==> src/rtl/mfp_pkg.sv <==
`timescale 1ns / 1ps
`default_nettype none

package mfp_pkg;

    localparam logic [7:0] HEAD_MARK   = 8'h68;
    localparam logic [7:0] TAIL_MARK   = 8'h16;
    localparam logic [7:0] DATA_OFFSET = 8'h33;
    localparam int unsigned MIN_FRAME  = 12;
    localparam logic [7:0] MIN_DATA    = 8'd10;

    localparam int unsigned INDEX_W    = 9;
    localparam int unsigned ADDR_W     = 48;
    localparam int unsigned ADDR_BYTES = ADDR_W / 8;
    localparam int unsigned READING_W  = 15;

    // byte positions inside the frame
    localparam logic [INDEX_W-1:0] POS_HEAD    = 9'd0;
    localparam logic [INDEX_W-1:0] POS_MIDDLE  = 9'd7;
    localparam logic [INDEX_W-1:0] POS_LENGTH  = 9'd9;
    localparam logic [INDEX_W-1:0] POS_VOLT_LO = 9'd14;
    localparam logic [INDEX_W-1:0] POS_VOLT_HI = 9'd15;
    localparam logic [INDEX_W-1:0] POS_CURR_LO = 9'd16;
    localparam logic [INDEX_W-1:0] POS_CURR_HI = 9'd17;
    localparam logic [INDEX_W-1:0] POS_ENGY_LO = 9'd18;
    localparam logic [INDEX_W-1:0] POS_ENGY_HI = 9'd19;
    localparam logic [INDEX_W-1:0] INDEX_MAX   = {INDEX_W{1'b1}};

    typedef enum logic [2:0] {
        ST_OK         = 3'd0,
        ST_SHORT      = 3'd1,
        ST_DELIMITER  = 3'd2,
        ST_LENGTH     = 3'd3,
        ST_CHECKSUM   = 3'd4,
        ST_DATA_SHORT = 3'd5
    } frame_status_t;

    typedef struct packed {
        frame_status_t     status;
        logic [ADDR_W-1:0] address;
        logic [15:0]       voltage_raw;
        logic [15:0]       current_raw;
        logic [15:0]       energy_raw;
    } frame_result_t;

    // nibbles above 9 keep their binary weight
    function automatic logic [7:0] bcd_byte(input logic [7:0] b);
        return 8'({4'd0, b[7:4]}) * 8'd10 + 8'({4'd0, b[3:0]});
    endfunction

    function automatic logic [READING_W-1:0] bcd_pair(input logic [15:0] raw);
        return READING_W'(bcd_byte(raw[15:8])) * READING_W'(100)
             + READING_W'(bcd_byte(raw[7:0]));
    endfunction

endpackage

`default_nettype wire

==> src/rtl/mfp_tracker.sv <==
`timescale 1ns / 1ps
`default_nettype none

module mfp_tracker (
    input  wire logic                  aclk,
    input  wire logic                  aresetn,
    input  wire logic [7:0]            frame_byte,
    input  wire logic                  frame_end,
    input  wire logic                  in_valid,
    output logic                       in_ready,
    output logic                       res_valid,
    input  wire logic                  res_ready,
    output mfp_pkg::frame_result_t     res_data
);
    import mfp_pkg::*;

    logic [INDEX_W-1:0] byte_index_reg, byte_index_next;
    logic [7:0]         running_sum_reg, running_sum_next;
    logic [7:0]         previous_byte_reg, previous_byte_next;
    logic [ADDR_W-1:0]  address_reg, address_next;
    logic [7:0]         length_reg, length_next;
    logic               start_ok_reg, start_ok_next;
    logic               middle_ok_reg, middle_ok_next;
    logic [15:0]        voltage_raw_reg, voltage_raw_next;
    logic [15:0]        current_raw_reg, current_raw_next;
    logic [15:0]        energy_raw_reg, energy_raw_next;
    logic               res_valid_reg, res_valid_next;
    frame_result_t      res_data_reg, res_data_next;

    logic               accept;
    logic [7:0]         plain;
    logic [INDEX_W:0]   count;
    logic [INDEX_W:0]   expected_count;
    frame_status_t      status;

    assign in_ready  = !res_valid_reg || res_ready;
    assign accept    = in_valid && in_ready;
    assign res_valid = res_valid_reg;
    assign res_data  = res_data_reg;

    assign plain          = frame_byte - DATA_OFFSET;
    assign count          = {1'b0, byte_index_reg} + (INDEX_W+1)'(1);
    assign expected_count = (INDEX_W+1)'(MIN_FRAME) + (INDEX_W+1)'(length_reg);

    always_comb begin
        if (count < (INDEX_W+1)'(MIN_FRAME)) begin
            status = ST_SHORT;
        end else if (!start_ok_reg || !middle_ok_reg || frame_byte != TAIL_MARK) begin
            status = ST_DELIMITER;
        end else if (count != expected_count) begin
            status = ST_LENGTH;
        end else if (running_sum_reg != previous_byte_reg) begin
            status = ST_CHECKSUM;
        end else if (length_reg < MIN_DATA) begin
            status = ST_DATA_SHORT;
        end else begin
            status = ST_OK;
        end
    end

    always_comb begin
        byte_index_next    = byte_index_reg;
        running_sum_next   = running_sum_reg;
        previous_byte_next = previous_byte_reg;
        address_next       = address_reg;
        length_next        = length_reg;
        start_ok_next      = start_ok_reg;
        middle_ok_next     = middle_ok_reg;
        voltage_raw_next   = voltage_raw_reg;
        current_raw_next   = current_raw_reg;
        energy_raw_next    = energy_raw_reg;
        res_valid_next     = res_valid_reg && !res_ready;
        res_data_next      = res_data_reg;

        if (accept) begin
            if (frame_end) begin
                // fields needed by a passing frame were all captured earlier
                res_valid_next        = 1'b1;
                res_data_next.status      = status;
                res_data_next.address     = address_reg;
                res_data_next.voltage_raw = voltage_raw_reg;
                res_data_next.current_raw = current_raw_reg;
                res_data_next.energy_raw  = energy_raw_reg;

                byte_index_next    = '0;
                running_sum_next   = '0;
                previous_byte_next = '0;
                address_next       = '0;
                length_next        = '0;
                start_ok_next      = 1'b0;
                middle_ok_next     = 1'b0;
                voltage_raw_next   = '0;
                current_raw_next   = '0;
                energy_raw_next    = '0;
            end else begin
                if (byte_index_reg == POS_HEAD) begin
                    start_ok_next = (frame_byte == HEAD_MARK);
                end
                if (byte_index_reg == POS_MIDDLE) begin
                    middle_ok_next = (frame_byte == HEAD_MARK);
                end
                if (byte_index_reg == POS_LENGTH) begin
                    length_next = frame_byte;
                end
                for (int i = 0; i < ADDR_BYTES; i++) begin
                    if (byte_index_reg == INDEX_W'(i + 1)) begin
                        address_next[8*i +: 8] = frame_byte;
                    end
                end
                if (byte_index_reg == POS_VOLT_LO) voltage_raw_next[7:0]  = plain;
                if (byte_index_reg == POS_VOLT_HI) voltage_raw_next[15:8] = plain;
                if (byte_index_reg == POS_CURR_LO) current_raw_next[7:0]  = plain;
                if (byte_index_reg == POS_CURR_HI) current_raw_next[15:8] = plain;
                if (byte_index_reg == POS_ENGY_LO) energy_raw_next[7:0]   = plain;
                if (byte_index_reg == POS_ENGY_HI) energy_raw_next[15:8]  = plain;

                // sum trails by one word so the checksum word stays out of it
                if (byte_index_reg != POS_HEAD) begin
                    running_sum_next = running_sum_reg + previous_byte_reg;
                end
                previous_byte_next = frame_byte;
                if (byte_index_reg != INDEX_MAX) begin
                    byte_index_next = byte_index_reg + INDEX_W'(1);
                end
            end
        end
    end

    always_ff @(posedge aclk) begin
        if (!aresetn) begin
            byte_index_reg    <= '0;
            running_sum_reg   <= '0;
            previous_byte_reg <= '0;
            address_reg       <= '0;
            length_reg        <= '0;
            start_ok_reg      <= 1'b0;
            middle_ok_reg     <= 1'b0;
            voltage_raw_reg   <= '0;
            current_raw_reg   <= '0;
            energy_raw_reg    <= '0;
            res_valid_reg     <= 1'b0;
        end else begin
            byte_index_reg    <= byte_index_next;
            running_sum_reg   <= running_sum_next;
            previous_byte_reg <= previous_byte_next;
            address_reg       <= address_next;
            length_reg        <= length_next;
            start_ok_reg      <= start_ok_next;
            middle_ok_reg     <= middle_ok_next;
            voltage_raw_reg   <= voltage_raw_next;
            current_raw_reg   <= current_raw_next;
            energy_raw_reg    <= energy_raw_next;
            res_valid_reg     <= res_valid_next;
        end
    end

    always_ff @(posedge aclk) begin
        res_data_reg <= res_data_next;
    end

endmodule

`default_nettype wire

==> src/rtl/mfp_decode.sv <==
`timescale 1ns / 1ps
`default_nettype none

module mfp_decode (
    input  wire logic                            aclk,
    input  wire logic                            aresetn,
    input  wire logic                            res_valid,
    output logic                                 res_ready,
    input  wire mfp_pkg::frame_result_t          res_data,
    output logic                                 out_valid,
    input  wire logic                            out_ready,
    output logic [2:0]                           status,
    output logic [mfp_pkg::ADDR_W-1:0]           meter_address,
    output logic [mfp_pkg::READING_W-1:0]        voltage_tenths,
    output logic [mfp_pkg::READING_W-1:0]        current_hundredths,
    output logic [mfp_pkg::READING_W-1:0]        energy_hundredths
);
    import mfp_pkg::*;

    logic                 out_valid_reg;
    logic [2:0]           status_reg, status_next;
    logic [ADDR_W-1:0]    address_reg, address_next;
    logic [READING_W-1:0] voltage_reg, voltage_next;
    logic [READING_W-1:0] current_reg, current_next;
    logic [READING_W-1:0] energy_reg, energy_next;
    logic                 take;

    assign res_ready = !out_valid_reg || out_ready;
    assign take      = res_valid && res_ready;

    always_comb begin
        status_next = res_data.status;
        // failed frames report zeros
        if (res_data.status == ST_OK) begin
            address_next = res_data.address;
            voltage_next = bcd_pair(res_data.voltage_raw);
            current_next = bcd_pair(res_data.current_raw);
            energy_next  = bcd_pair(res_data.energy_raw);
        end else begin
            address_next = '0;
            voltage_next = '0;
            current_next = '0;
            energy_next  = '0;
        end
    end

    always_ff @(posedge aclk) begin
        if (!aresetn) begin
            out_valid_reg <= 1'b0;
        end else if (take) begin
            out_valid_reg <= 1'b1;
        end else if (out_ready) begin
            out_valid_reg <= 1'b0;
        end
    end

    always_ff @(posedge aclk) begin
        if (take) begin
            status_reg  <= status_next;
            address_reg <= address_next;
            voltage_reg <= voltage_next;
            current_reg <= current_next;
            energy_reg  <= energy_next;
        end
    end

    assign out_valid          = out_valid_reg;
    assign status             = status_reg;
    assign meter_address      = address_reg;
    assign voltage_tenths     = voltage_reg;
    assign current_hundredths = current_reg;
    assign energy_hundredths  = energy_reg;

endmodule

`default_nettype wire

==> src/rtl/meter_frame_parser_top.sv <==
`timescale 1ns / 1ps
`default_nettype none

// Meter frame parser: takes one frame word per cycle while s_ready is high,
// with s_frame_end on the last word, and, for each frame, returns one result
// with a status code (ok, short, delimiter, length, checksum, data short),
// the 48-bit meter address and three readings, BCD in the frame and returned
// as binary (0.1 V, 0.01 A, 0.01 kWh); address and readings are zero unless
// the status is ok. Words may follow back to back with no gap between frames.
// The frame tracker checks the last word in the cycle it is offered and
// registers the result at the edge that takes it; the decode stage converts
// the readings and registers them when it takes that result, which drives
// m_valid. Each stage holds its result while m_ready is low.
module meter_frame_parser_top (
    input  wire logic        aclk,
    input  wire logic        aresetn,
    input  wire logic [7:0]  s_frame_byte,
    input  wire logic        s_frame_end,
    input  wire logic        s_valid,
    output logic             s_ready,
    output logic             m_valid,
    input  wire logic        m_ready,
    output logic [2:0]       m_status,
    output logic [47:0]      m_meter_address,
    output logic [14:0]      m_voltage_tenths,
    output logic [14:0]      m_current_hundredths,
    output logic [14:0]      m_energy_hundredths
);
    import mfp_pkg::*;

    logic          res_valid;
    logic          res_ready;
    frame_result_t res_data;

    mfp_tracker u_tracker (
        .aclk       (aclk),
        .aresetn    (aresetn),
        .frame_byte (s_frame_byte),
        .frame_end  (s_frame_end),
        .in_valid   (s_valid),
        .in_ready   (s_ready),
        .res_valid  (res_valid),
        .res_ready  (res_ready),
        .res_data   (res_data)
    );

    mfp_decode u_decode (
        .aclk               (aclk),
        .aresetn            (aresetn),
        .res_valid          (res_valid),
        .res_ready          (res_ready),
        .res_data           (res_data),
        .out_valid          (m_valid),
        .out_ready          (m_ready),
        .status             (m_status),
        .meter_address      (m_meter_address),
        .voltage_tenths     (m_voltage_tenths),
        .current_hundredths (m_current_hundredths),
        .energy_hundredths  (m_energy_hundredths)
    );

endmodule

`default_nettype wire
==> config.mk <==
export PLATFORM = sky130hd
export DESIGN_NAME = meter_frame_parser_top
export DESIGN_NICKNAME = d
export VERILOG_FILES = /design/src/rtl/mfp_pkg.sv /design/src/rtl/mfp_tracker.sv /design/src/rtl/mfp_decode.sv /design/src/rtl/meter_frame_parser_top.sv
export SDC_FILE = /design/constraint.sdc
export NUM_CORES = 1
export LEC_CHECK = 0
export ABC_AREA = 1
export BUFFER_PORTS_ARGS = -buffer_cell sky130_fd_sc_hd__buf_2
export CORE_AREA = 3 3 246 248
export CTS_CLUSTER_DIAMETER = 200
export CTS_CLUSTER_SIZE = 8
export DETAILED_ROUTE_END_ITERATION = 6
export DIE_AREA = 0 0 249 251
export GPL_TIMING_DRIVEN = 0
export PLACE_DENSITY = 0.47
export SETUP_SLACK_MARGIN = 0.02
export SKIP_LAST_GASP = 1
export SLEW_MARGIN = 10
export SYNTH_ARGS = -nofsm -noshare
export SYNTH_HDL_FRONTEND = slang
export SYNTH_SLANG_ARGS = --single-unit
==> constraint.sdc <==
create_clock -name aclk -period 14.3 [get_ports aclk]
set_input_delay 2.145 -clock aclk [delete_from_list [all_inputs] [get_ports aclk]]
set_output_delay 2.145 -clock aclk [all_outputs]
set_load 0.02 [all_outputs]
==> results of run 1 <==
## kinds of logic after synthesis
kind of cell	count (synthesis)	synth area share (%)
flops	328	48.6
xor+xnor	45	2.25
simple gates	808	20.1
compound gates	259	7.74
buf+inv	308	6.68
fa+ha+maj	190	14.6
## cell type report
type	count	area, sq um	share of cell area, %
antenna	1	2.50	0.0122
tap	773	967	4.71
clock buffer	82	1290	6.27
sequential	328	8520	41.5
buffer	31	135	0.658
timing repair buffer	113	648	3.16
multi-input combinational	1302	7860	38.3
clock inverter	3	70.1	0.341
inverter	277	1040	5.08
## how the worst max path moves through the flow
stage,depth (start not counted),startpoint,to,slack (ns)
after global routing,25,u_tracker.res_data[13],u_decode.energy_hundredths[14],9.18
after CTS,4,m_ready,s_ready,9.45
after global placement,3,m_ready,u_decode.energy_hundredths[14],4.03
after detailed placement,4,m_ready,s_ready,9.45
after floorplan,2,m_ready,u_decode.current_hundredths[0],6.87
final,4,m_ready,s_ready,9.47
## power groups by stage
| stage | logic, mW | clock network (mW) | registers [mW] |
|---|---|---|---|
| 3_5_place_dp | 0.660 | 0 | 1.05 |
| 5_1_grt | 0.780 | 1.10 | 1.03 |
| 2_1_floorplan | 0.507 | 0 | 1.06 |
| 6_report | 0.663 | 1.03 | 1.03 |
| 4_1_cts | 0.668 | 1.06 | 1.03 |
| 3_3_place_gp | 0.651 | 0 | 1.06 |
## layer usage
metal / wire length [um] / part of all wire, % / vias to the layer above / global-route usage, %
li1: - / - / 6723 / -
met1: 19600 / 46 / 5999 / 17.3
met2: 19700 / 47 / 240 / 22.6
met3: 1880 / 4.5 / 65 / 2.49
met4: 972 / 2.3 / 0 / 4.00
met5: 0 / 0 / - / 0
## through the flow
step	instances	utilization (%)	hold slack [ns]	total power, mW	worst slack (ns)
after floorplan	1938	-	0.403	1.57	6.87
after global placement	2819	32.4	0.414	1.71	4.03
after detailed placement	2824	32.7	0.414	1.71	9.45
after CTS	2909	35.0	0.390	2.76	9.45
after global routing	2909	35.0	0.412	2.91	9.18
final	2910	35.0	0.403	2.72	9.47
## cells in the final DEF, fill, tap and decap left out, types with 9 or more instances in the layout
| cell type | instances |
|---|---|
| edfxtp_1 | 195 |
| xor2_1 | 40 |
| nand2_1 | 460 |
| inv_1 | 270 |
| o21ai_0 | 56 |
| dfxtp_1 | 133 |
| nor2_2 | 12 |
| ha_1 | 165 |
| nor2_1 | 170 |
| clkbuf_1 | 60 |
| buf_2 | 111 |
| nor3_1 | 12 |
| nand3b_1 | 9 |
| fa_1 | 25 |
| nand3_1 | 84 |
| clkbuf_16 | 46 |
| nand4_1 | 31 |
| a21oi_1 | 174 |
==> flow_summary_export.csv, run 1 <==
group,metric,value,unit
cts,cts_tree,"yes",
worst_setup_path,critPathArrivalTime,2.69,ns
hold_path,min_to,"u_tracker.res_data[29]",
logic_synthesis,synth_top_cells_by_area,"edfxtp_1, dfxtp_1, ha_1, nand2_1, inv_1",
timing,rsz0062_at_grt,"no",
worst_setup_path,crit_chain,"buf_2 -> inv_1 -> nand3_2 -> buf_2",
die,ios,111,
logic_synthesis,yosys_register_bits,328,
timing,final.period_utilization,33.8,%
power_and_ir_drop,p_clk_share,37.7,%
die,die_y,251,um
die,die_area,0.0625,sq mm
placement,routabilityCongestion,0.857,
logic_synthesis,synth_top_area_cell,"edfxtp_1",
detailed_routing,avgViaCountPerCell,4.48,
worst_setup_path,r2r_slack,9.72,ns
finish,largest_reg_flops,99,
finish,nets,2302,
timing,tightest_slew,1.30,ns
worst_setup_path,end_kind,"primary output",
worst_setup_path,startpoint_type,"primary input",
job,cap_violations,0,
detailed_routing,wire_per_inst,14.5,um
grt,grt.overflow.total,0,
worst_setup_path,rr_endpoint,"u_decode.energy_hundredths[12]",
detailed_routing,vias,13000,
finish,areaGrowthSynthToFinish,17.1,%
logic_synthesis,ys_top_cells_by_count,"nand2_1, inv_1, edfxtp_1",
power_and_ir_drop,swShare,31.8,%
timing,slew_violations,0,
cts,clock_path_buffers,3,
detailed_routing,drc,0,
cts,clock-sinks,328,
cts,clk_latency,0.59,ns
hold_path,min_from,"u_tracker.current_raw_reg[13]",
logic_synthesis,synthCells,1938,
finish,design_area,0.0205,sq mm
worst_setup_path,crit_buf_inv,3,
power_and_ir_drop,p_int,1.86,mW
outcome,status,"complete, no violations",
worst_setup_path,cp_slowest_cell,"buf_2",
finish,fillCellCount,5982,
power_and_ir_drop,p_seq_share,37.9,%
cts,cts-resized-gates,0,
timing,fin_tns_setup,0,ns
detailed_routing,drt_iter0_drc,771,
die,floorplan.initialDensity,29.9,%
logic_synthesis,syn_area,0.0175,sq mm
logic_synthesis,seq_area_frac_synth,48.6,%
worst_setup_path,crit_required,12.15,ns
worst_setup_path,path_common_cell,"buf_2",
logic_synthesis,synth_most_common_cell,"nand2_1",
hold_path,hp-class,"register to register",
worst_setup_path,critPathTopFamily,"buffers and inverters",
placement,dp_hpwl,31100,um
logic_synthesis,async_flop_share,0,%
logic_synthesis,synth_ff_type,"edfxtp_1",
logic_synthesis,yosys_warnings,0,
worst_setup_path,cp_max_fo,3,
grt,grt_antenna_before_repair,1,
cts,post_cts_buffers,0,
die,die_w,249,um
worst_setup_path,critPathKind,"primary input to primary output",
worst_setup_path,r2r_start,"u_tracker.res_data[13]",
logic_synthesis,synth-edff-count,195,
die,core_area,0.0587,sq mm
power_and_ir_drop,ir_drop,81.1,uV
logic_synthesis,ys_types,43,
grt,grtUsageTotal,13.3,%
power_and_ir_drop,leakage,8.88,nW
grt,grt_pass1_vias,12600,
worst_setup_path,r2r_cells,21,
cts,cts_buffers,46,
cts,cts.reportedPaths.clkPinSlew,0.05,ns
logic_synthesis,synth_area_per_cell,9.05,sq um
logic_synthesis,syn_nets,2141,
power_and_ir_drop,power_frac_comb,24.3,%
timing,period_needed,4.83,ns
detailed_routing,ant_nets,0,
timing,hold_violations,0,
power_and_ir_drop,p_per_area,133,mW/mm^2
cts,cts-root-buf,"clkbuf_16",
timing,finClkSkew,0.0409,ns
logic_synthesis,synth_top_area_share,33.4,%
detailed_routing,drt_first_pass_iters,5,
power_and_ir_drop,p_switching,0.866,mW
worst_setup_path,critical_path.max_stage_delay,0.19,ns
timing,max_freq,0.207,GHz
timing,slew_headroom,12.9,%
grt,grt_max_degree,66,
finish,drive_above_1_share,10.1,%
placement,portBuffers,108,
die,fp-row-count,89,
grt,grt_first_pass_wirelength,66900,um
placement,place_area,0.0192,sq mm
cts,cts-hold-fix-buffers,0,
detailed_routing,routed_wl,42100,um
hold_path,holdPathStages,0,
timing,setup-violations-final,0,
cts,htreeDepth,2,
Note: power is estimated with default switching activity, not from simulation.
==> run 2: changes to the inputs <==
clock period = 4.89 ns   (was 14.3 ns; I/O delays follow)
==> run 2 against run 1 <==
Effect of this change: core utilization barely moved; wire length fell by 0.27%; sequential cell count did not move; hold slack improved by 0.00053 ns.
==> flow_summary_export.csv, run 2 (synthesis results as in run 1) <==
group,metric,value,unit
outcome,status,"complete, no violations",
die,die_y,251,um
die,core_area,0.0587,sq mm
cts,htreeDepth,2,
cts,cts.reportedPaths.clkPinSlew,0.06,ns
worst_setup_path,crit_required,5.24,ns
worst_setup_path,startpoint_type,"register",
grt,grtUsageTotal,13.2,%
finish,nets,2302,
finish,drive_above_1_share,10.4,%
hold_path,holdPathStages,0,
worst_setup_path,r2r_start,"u_tracker.res_data[45]",
grt,grt_first_pass_wirelength,66500,um
cts,cts_tree,"yes",
die,ios,111,
timing,hold_violations,0,
finish,most-common-layout-cells,"nand2_1, inv_1, edfxtp_1",
power_and_ir_drop,swShare,31.8,%
worst_setup_path,r2r_slack,0.36,ns
finish,largest_reg_flops,99,
finish,areaGrowthSynthToFinish,17.2,%
timing,final.period_utilization,92.7,%
die,die_w,249,um
grt,grt_pass1_vias,12600,
cts,clock_path_buffers,3,
timing,slew_headroom,20.7,%
grt,grt_use_met1,17.0,%
placement,dp_hpwl,31000,um
placement,portBuffers,108,
worst_setup_path,cp_max_fo,6,
placement,pre_cts_ws,0.204,ns
detailed_routing,ant_nets,0,
cts,clock-sinks,328,
grt,grt_busiest_layer,"met2",
timing,max_freq,0.221,GHz
grt,use_met3,2.68,%
power_and_ir_drop,p_switching,2.53,mW
hold_path,min_from,"u_tracker.current_raw_reg[9]",
finish,fin_util,35.0,%
timing,setup-violations-final,0,
finish,fillCellCount,6008,
timing,fin_ws,0.357,ns
grt,grt.overflow.total,0,
power_and_ir_drop,p_clk_share,37.7,%
die,floorplan.initialDensity,29.9,%
timing,tightest_slew,1.19,ns
worst_setup_path,critPathKind,"register to register",
timing,finClkSkew,0.0532,ns
detailed_routing,vias,13000,
worst_setup_path,crit_start,"u_tracker.res_data[45]",
power_and_ir_drop,p_per_area,388,mW/mm^2
detailed_routing,avgViaCountPerCell,4.48,
power_and_ir_drop,power_frac_comb,24.3,%
timing,period_needed,4.53,ns
timing,slew_violations,0,
power_and_ir_drop,ir_drop,242,uV
timing,rsz0062_at_grt,"no",
finish,final_common_cell,"nand2_1",
detailed_routing,drc,0,
cts,cts-hold-fix-buffers,0,
die,die_area,0.0625,sq mm
timing,hold_ws,0.404,ns
worst_setup_path,critPathArrivalTime,4.88,ns
grt,grt_antenna_before_repair,1,
worst_setup_path,end_kind,"register",
worst_setup_path,rr_endpoint,"u_decode.voltage_tenths[14]",
hold_path,min_to,"u_tracker.res_data[25]",
cts,cts-root-buf,"clkbuf_16",
placement,routabilityCongestion,0.848,
hold_path,hp-class,"register to register",
cts,cts_buffers,46,
grt,grt_max_degree,61,
job,cap_violations,0,
power_and_ir_drop,p_seq_share,37.9,%
detailed_routing,drt_iter0_drc,599,
detailed_routing,wire_per_inst,14.4,um
grt,gr-usage-met2,22.7,%
worst_setup_path,r2r_cells,20,
detailed_routing,routed_wl,42000,um
finish,diodes,0,
power_and_ir_drop,leakage,8.88,nW
power_and_ir_drop,p_int,5.43,mW
die,fp-row-count,89,
detailed_routing,drt_first_pass_iters,5,
cts,clk_latency,0.59,ns
## run 2: cell count changes in the layout (fill, tap and decap cells not counted), sizes merged
cell	before	now
clkbuf	106	105
diode	1	0
## run 2: power groups by stage
stage / Combinational, mW / Clock (mW) / Sequential [mW]
6_report: 1.94 / 3.01 / 3.02
5_1_grt: 2.27 / 3.21 / 3.03
4_1_cts: 1.95 / 3.12 / 3.02
3_5_place_dp: 1.93 / 0 / 3.08
3_3_place_gp: 1.90 / 0 / 3.08
2_1_floorplan: 1.48 / 0 / 3.10
## run 2: layout make-up
class / instances / area [sq um] / share of cell area (%)
Sequential cell: 328 / 8520 / 41.5
Tap cell: 773 / 967 / 4.71
Timing Repair Buffer: 113 / 636 / 3.09
Clock buffer: 81 / 1280 / 6.24
Clock inverter: 3 / 70.1 / 0.341
Buffer: 31 / 135 / 0.658
Inverter: 277 / 1040 / 5.07
Multi-Input combinational cell: 1302 / 7890 / 38.4
## run 2: what timing repair did
action / in CTS / in global routing
setup buffers: 0 / 1
endpoints found under the setup margin: 0 / 6
resized for setup: 0 / 5
## run 2: critical path: stages, from the launching register on
cell,delay (ns)
edfxtp_1,0.45
ha_1,0.32
ha_1,0.17
inv_1,0.06
fa_1,0.37
xnor2_1,0.30
nand4_1,0.16
xor2_1,0.31
ha_1,0.29
ha_1,0.29
ha_1,0.30
ha_1,0.37
a21o_1,0.21
nor2_1,0.18
nand2_1,0.10
nand2_1,0.06
nand2_1,0.05
nor2_1,0.12
nand3_1,0.09
nand2_1,0.06
nor2_1,0.05
## run 2: per-stage QoR
step	power (mW)	cells	TNS [ns]	instance area (sq um)
floorplan	4.58	1938	0	17500
global placement	4.99	2819	-75.31	19000
detailed placement	5.00	2823	0	19100
CTS	8.09	2907	0	20500
global route	8.51	2908	0	20500
finish	7.97	2908	0	20500
## run 2: layer usage
layer	vias to the layer above	wire length, um
met5	-	13
met4	2	796
met3	54	1840
met2	207	20000
met1	6048	19300
li1	6718	-
## run 2: how the worst max path moves through the flow
stage | to | cells after the start
final | u_decode.voltage_tenths[14] | 20
after global routing | u_decode.voltage_tenths[14] | 20
after CTS | u_decode.energy_hundredths[12] | 21
after detailed placement | u_decode.energy_hundredths[12] | 21
after global placement | u_decode.energy_hundredths[14] | 3
after floorplan | u_decode.energy_hundredths[14] | 22
